### src/hw/rtl/mtbe_pkg.sv
// ----------------------------------------------------------------------------
// Multi text buffer engine package
// Request codes, status codes, stream widths and controller interface types.
// ----------------------------------------------------------------------------
`default_nettype none

package mtbe_pkg;

   localparam int REQ_TYPE_W   = 3;
   localparam int BUF_ID_W     = 3;
   localparam int POSITION_W   = 16;
   localparam int CHAR_W       = 8;
   localparam int ALLOC_SIZE_W = 16;
   localparam int STATUS_W     = 2;
   localparam int READ_VALUE_W = 17;

   localparam int REQ_DATA_W = 48;
   localparam int REQ_USER_W = REQ_TYPE_W;
   localparam int RSP_DATA_W = 24;
   localparam int RSP_USER_W = STATUS_W;

   localparam logic [READ_VALUE_W-1:0] VAL_NONE = '1;

   typedef enum logic [REQ_TYPE_W-1:0] {
      OP_ALLOC     = 3'd0,
      OP_INSERT    = 3'd1,
      OP_DELETE    = 3'd2,
      OP_CLEAR     = 3'd3,
      OP_SIZE      = 3'd4,
      OP_READ_CHAR = 3'd5
   } op_type;

   typedef enum logic [STATUS_W-1:0] {
      ST_IGNORED  = 2'd0,
      ST_ACCEPTED = 2'd1,
      ST_OOM      = 2'd2
   } status_type;

   typedef struct packed {
      logic accept;
      logic exec;
      logic shift;
      logic put;
      logic read;
      logic emit;
   } ctrl_cmd_type;

   typedef struct packed {
      logic go_shift;
      logic go_put;
      logic go_read;
      logic shift_done;
      logic is_insert;
      logic out_free;
   } ctrl_sts_type;

endpackage

`default_nettype wire

### src/hw/rtl/mtbe_ctrl.sv
// ----------------------------------------------------------------------------
// Multi text buffer engine controller
// Sequences one request: decode, tail shift, byte write or read, response.
// ----------------------------------------------------------------------------
`default_nettype none

module mtbe_ctrl (
   input  logic                  clock,
   input  logic                  reset,
   input  logic                  req_tvalid,
   output logic                  req_tready,
   input  mtbe_pkg::ctrl_sts_type sts,
   output mtbe_pkg::ctrl_cmd_type cmd
);
   import mtbe_pkg::*;

   typedef enum logic [5:0] {
      S_IDLE  = 6'b000001,
      S_EXEC  = 6'b000010,
      S_SHIFT = 6'b000100,
      S_PUT   = 6'b001000,
      S_READ  = 6'b010000,
      S_RESP  = 6'b100000
   } state_type;

   state_type state_ff, state_in;

   always_comb begin
      state_in   = state_ff;
      cmd        = '0;
      req_tready = 1'b0;
      unique case (state_ff)
         S_IDLE: begin
            req_tready = 1'b1;
            if (req_tvalid) begin
               cmd.accept = 1'b1;
               state_in   = S_EXEC;
            end
         end
         S_EXEC: begin
            cmd.exec = 1'b1;
            if (sts.go_shift) state_in = S_SHIFT;
            else if (sts.go_put) state_in = S_PUT;
            else if (sts.go_read) state_in = S_READ;
            else state_in = S_RESP;
         end
         S_SHIFT: begin
            cmd.shift = 1'b1;
            if (sts.shift_done) state_in = sts.is_insert ? S_PUT : S_RESP;
         end
         S_PUT: begin
            cmd.put  = 1'b1;
            state_in = S_RESP;
         end
         S_READ: begin
            cmd.read = 1'b1;
            state_in = S_RESP;
         end
         S_RESP: begin
            if (sts.out_free) begin
               cmd.emit = 1'b1;
               state_in = S_IDLE;
            end
         end
         default: state_in = S_IDLE;
      endcase
   end

   always_ff @(posedge clock) begin
      if (reset) state_ff <= S_IDLE;
      else state_ff <= state_in;
   end

endmodule

`default_nettype wire

### config.mk
export PLATFORM = sky130hd
export DESIGN_NAME = mtbe_ctrl
export DESIGN_NICKNAME = d
export VERILOG_FILES = /design/src/hw/rtl/mtbe_pkg.sv /design/src/hw/rtl/mtbe_ctrl.sv
export SDC_FILE = /design/constraint.sdc
export NUM_CORES = 1
export LEC_CHECK = 0
export BUFFER_PORTS_ARGS = -buffer_cell sky130_fd_sc_hd__buf_4
export CAP_MARGIN = 20
export CORE_AREA = 4 4 41 43
export DETAILED_ROUTE_END_ITERATION = 16
export DIE_AREA = 0 0 45 47
export PLACE_DENSITY = 0.54
export SLEW_MARGIN = 5
export SYNTH_ARGS = -nofsm -noshare
export SYNTH_HDL_FRONTEND = slang
export SYNTH_SLANG_ARGS = --single-unit
### constraint.sdc
create_clock -name clock -period 2.9 [get_ports clock]
set_input_delay 0.435 -clock clock [delete_from_list [all_inputs] [get_ports clock]]
set_output_delay 0.435 -clock clock [all_outputs]
set_load 0.02 [all_outputs]
==> flow_metrics.tcl <==
set metrics [dict create \
    cp.arrival_ps 1580 \
    hp-class "in -> reg" \
    yosys.area_share.simple_pct 47.11 \
    status "finished, final reports clean" \
    preCtsSetupSlack_ps 1120 \
    totalWireLength_mm 1.086 \
    synth_nets 63 \
    synth_top_family_by_area "simple AND/OR/NAND/NOR gates" \
    synth-warning-count 0 \
    grt_pass1_vias 415 \
    synth_ff_type "dfxtp_1" \
    cts_max_level 1 \
    layout_min_cycle_time_ps 2020 \
    io_pins 16 \
    rsz0062_at_grt "false" \
    path_clk_slew_ps 50 \
    critical-path-max-stage-delay_ps 390 \
    cp_max_fo 10 \
    muxShareOfSynthArea_pct 0 \
    post-dp-hpwl_um 849.2 \
    syn2layout_area_growth_pct 30.93 \
    crit_chain "nor2_1, nand2_1, nor3b_1, and2_1, buf_4" \
    cts_setup_buffers 0 \
    cts_tree "built" \
    finClkSkew_ps 10.76 \
    crit_type "reg -> out" \
    ir_worst_vdd_uv 218.2 \
    grt_use_total_pct 11.69 \
    syn_area_sq_um 432.9 \
    async_reset_ff_share_pct 0 \
    grt_max_degree 11 \
    cp_slowest_cell "dfxtp_1" \
    critPathTopFamily "simple AND/OR/NAND/NOR gates" \
    largest_register "state_ff" \
    yosysSeqAreaShare_pct 27.75 \
    synth.area.top_cells "dfxtp_1 28%, nor3b_1 8.7%, nor2_1 7.8%" \
    drc 0 \
    yosys.area.top_type_share_pct 27.75 \
    drv_slew 0 \
    reg.largest.list "state_ff x6" \
    fill_cells 139 \
    tns_ps 0 \
    setup_viol 0 \
    synth_edf_count 0 \
    hold_violations 0 \
    root_buffer "clkbuf_4" \
    clock_sinks 6 \
    post-route-worst-setup-slack_ps 880.0 \
    insertion_delay_ps 250 \
    dp_cells 81 \
    worstSetupStartpointType "flop" \
    power_leakage_nw 0.2401 \
    cts_hold_buf 0 \
    wl_per_cell_um 12.93 \
    power_density_mw_per_mm2 403.9 \
    drive_above_1_share_pct 33.33 \
    num_vias 463 \
    relSlewSlack_pct 62.97 \
    ys_ff_latch 6 \
    yosys-top-cells-count "9 x nor2_1, 6 x dfxtp_1, 5 x nor3_1, 5 x nor3b_1" \
    hold_ws_ps 403.7 \
    ant_nets 0 \
    die_x_um 45 \
    yosys.area_share.adder_pct 0 \
    rrSetupSlack_ps 1110 \
    drv_cap 0 \
    die_area_sq_mm 0.002115 \
    yosys.area.top_type "dfxtp_1" \
    syn_inst 54 \
    port_buffers 15 \
    cts_buffers 3 \
    endpoint_kind "output port" \
    firstDrtPassIters 4 \
    tightest_slew_ps 550.3 \
    worstPathRequired_ps 2470 \
    fp.dieH_um 47 \
    initialDrtViolationCount 14 \
    rows 13 \
    place.gp.congestion 0.7618 \
    avgViaCountPerCell 5.512 \
    multi_input_area_sq_um 285.3 \
    synthDistinctLibCells 28 \
    cts_resized 0 \
    largest_reg_flops 6 \
    fin_nets 80 \
    fmax_mhz 495.1 \
    cts_buffer_depth 2 \
    cp_num_buf_inv 1 \
    core_area_sq_mm 0.001301 \
    start_util_pct 33.27 \
    grt_pass1_wl_mm 1.725 \
    synth_area_per_cell_sq_um 8.017 \
    overflow 0 \
    n_antenna_cell 0 \
    finalCritPeriodShare_pct 69.65 \
    post-route-util_pct 43.56 \
    synth-xor-area-share_pct 2.023 \
    ff_latch_area_sq_um 120.1 \
    antenna_found_initial 0 \
    synth_most_common_cell "nor2_1" \
    final_cells 84 \
    synth-compound-area-share_pct 16.76 \
]
-- path summary, 6_finish.rpt --
| check | start | cells after the start | to |
|---|---|---|---|
| worst min-delay path | reset | 2 | state_ff[1]$_SDFFE_PP0P_ |
| worst min register to register | state_ff[5]$_SDFFE_PP0P_ | 2 | state_ff[5]$_SDFFE_PP0P_ |
| worst max register to register | state_ff[0]$_SDFFE_PP1P_ | 5 | state_ff[0]$_SDFFE_PP1P_ |
| worst max-delay path | state_ff[2]$_SDFFE_PP0P_ | 5 | cmd[5] |
-- placed cells by master, fill, tap and decap left out, types with 2 or more instances in the layout --
| cell type | count |
|---|---|
| buf_4 | 15 |
| a21oi_1 | 2 |
| inv_1 | 2 |
| dfxtp_1 | 6 |
| nand2_1 | 2 |
| clkbuf_4 | 3 |
| nor3b_1 | 5 |
| nor2_1 | 9 |
| and3_1 | 2 |
| nor3_1 | 5 |
| nand3b_1 | 2 |
-- kinds of logic after synthesis --
| group | Yosys count |
|---|---|
| XOR/XNOR | 1 |
| flip-flops | 6 |
| AO/OA/AOI/OAI | 9 |
| AND/OR/NAND/NOR | 33 |
| buffers and inverters | 5 |
-- where the power goes --
part | leakage, nW | internal, mW | switching, mW | total [mW]
logic | 0.177 | 0.0292 | 0.0269 | 0.0562
clock network | 0.0138 | 0.0469 | 0.0322 | 0.0791
registers | 0.0488 | 0.0860 | 0.00763 | 0.0936
total | 0.240 | 0.162 | 0.0667 | 0.229
-- metrics by stage --
stage	area (sq um)	power (mW)
2_1_floorplan	432.9	0.1311
3_3_place_gp	544.3	0.1503
3_5_place_dp	544.3	0.1515
4_1_cts	566.8	0.2317
5_1_grt	566.8	0.2414
6_report	566.8	0.2289
-- final cells by class --
class	count	area share, %
multi-input combinational	43	50.33
timing repair buffer	15	19.87
tap	15	3.311
sequential	6	21.19
clock buffer	3	3.974
inverter	2	1.325
-- layer usage --
metal / global-route usage, % / share of wire (%)
met5: 0 / 0
met4: 8.772 / 1.9
met3: 3.448 / 6.2
met2: 18.36 / 47
met1: 13.41 / 45
Power figures use the tool's default switching activity.
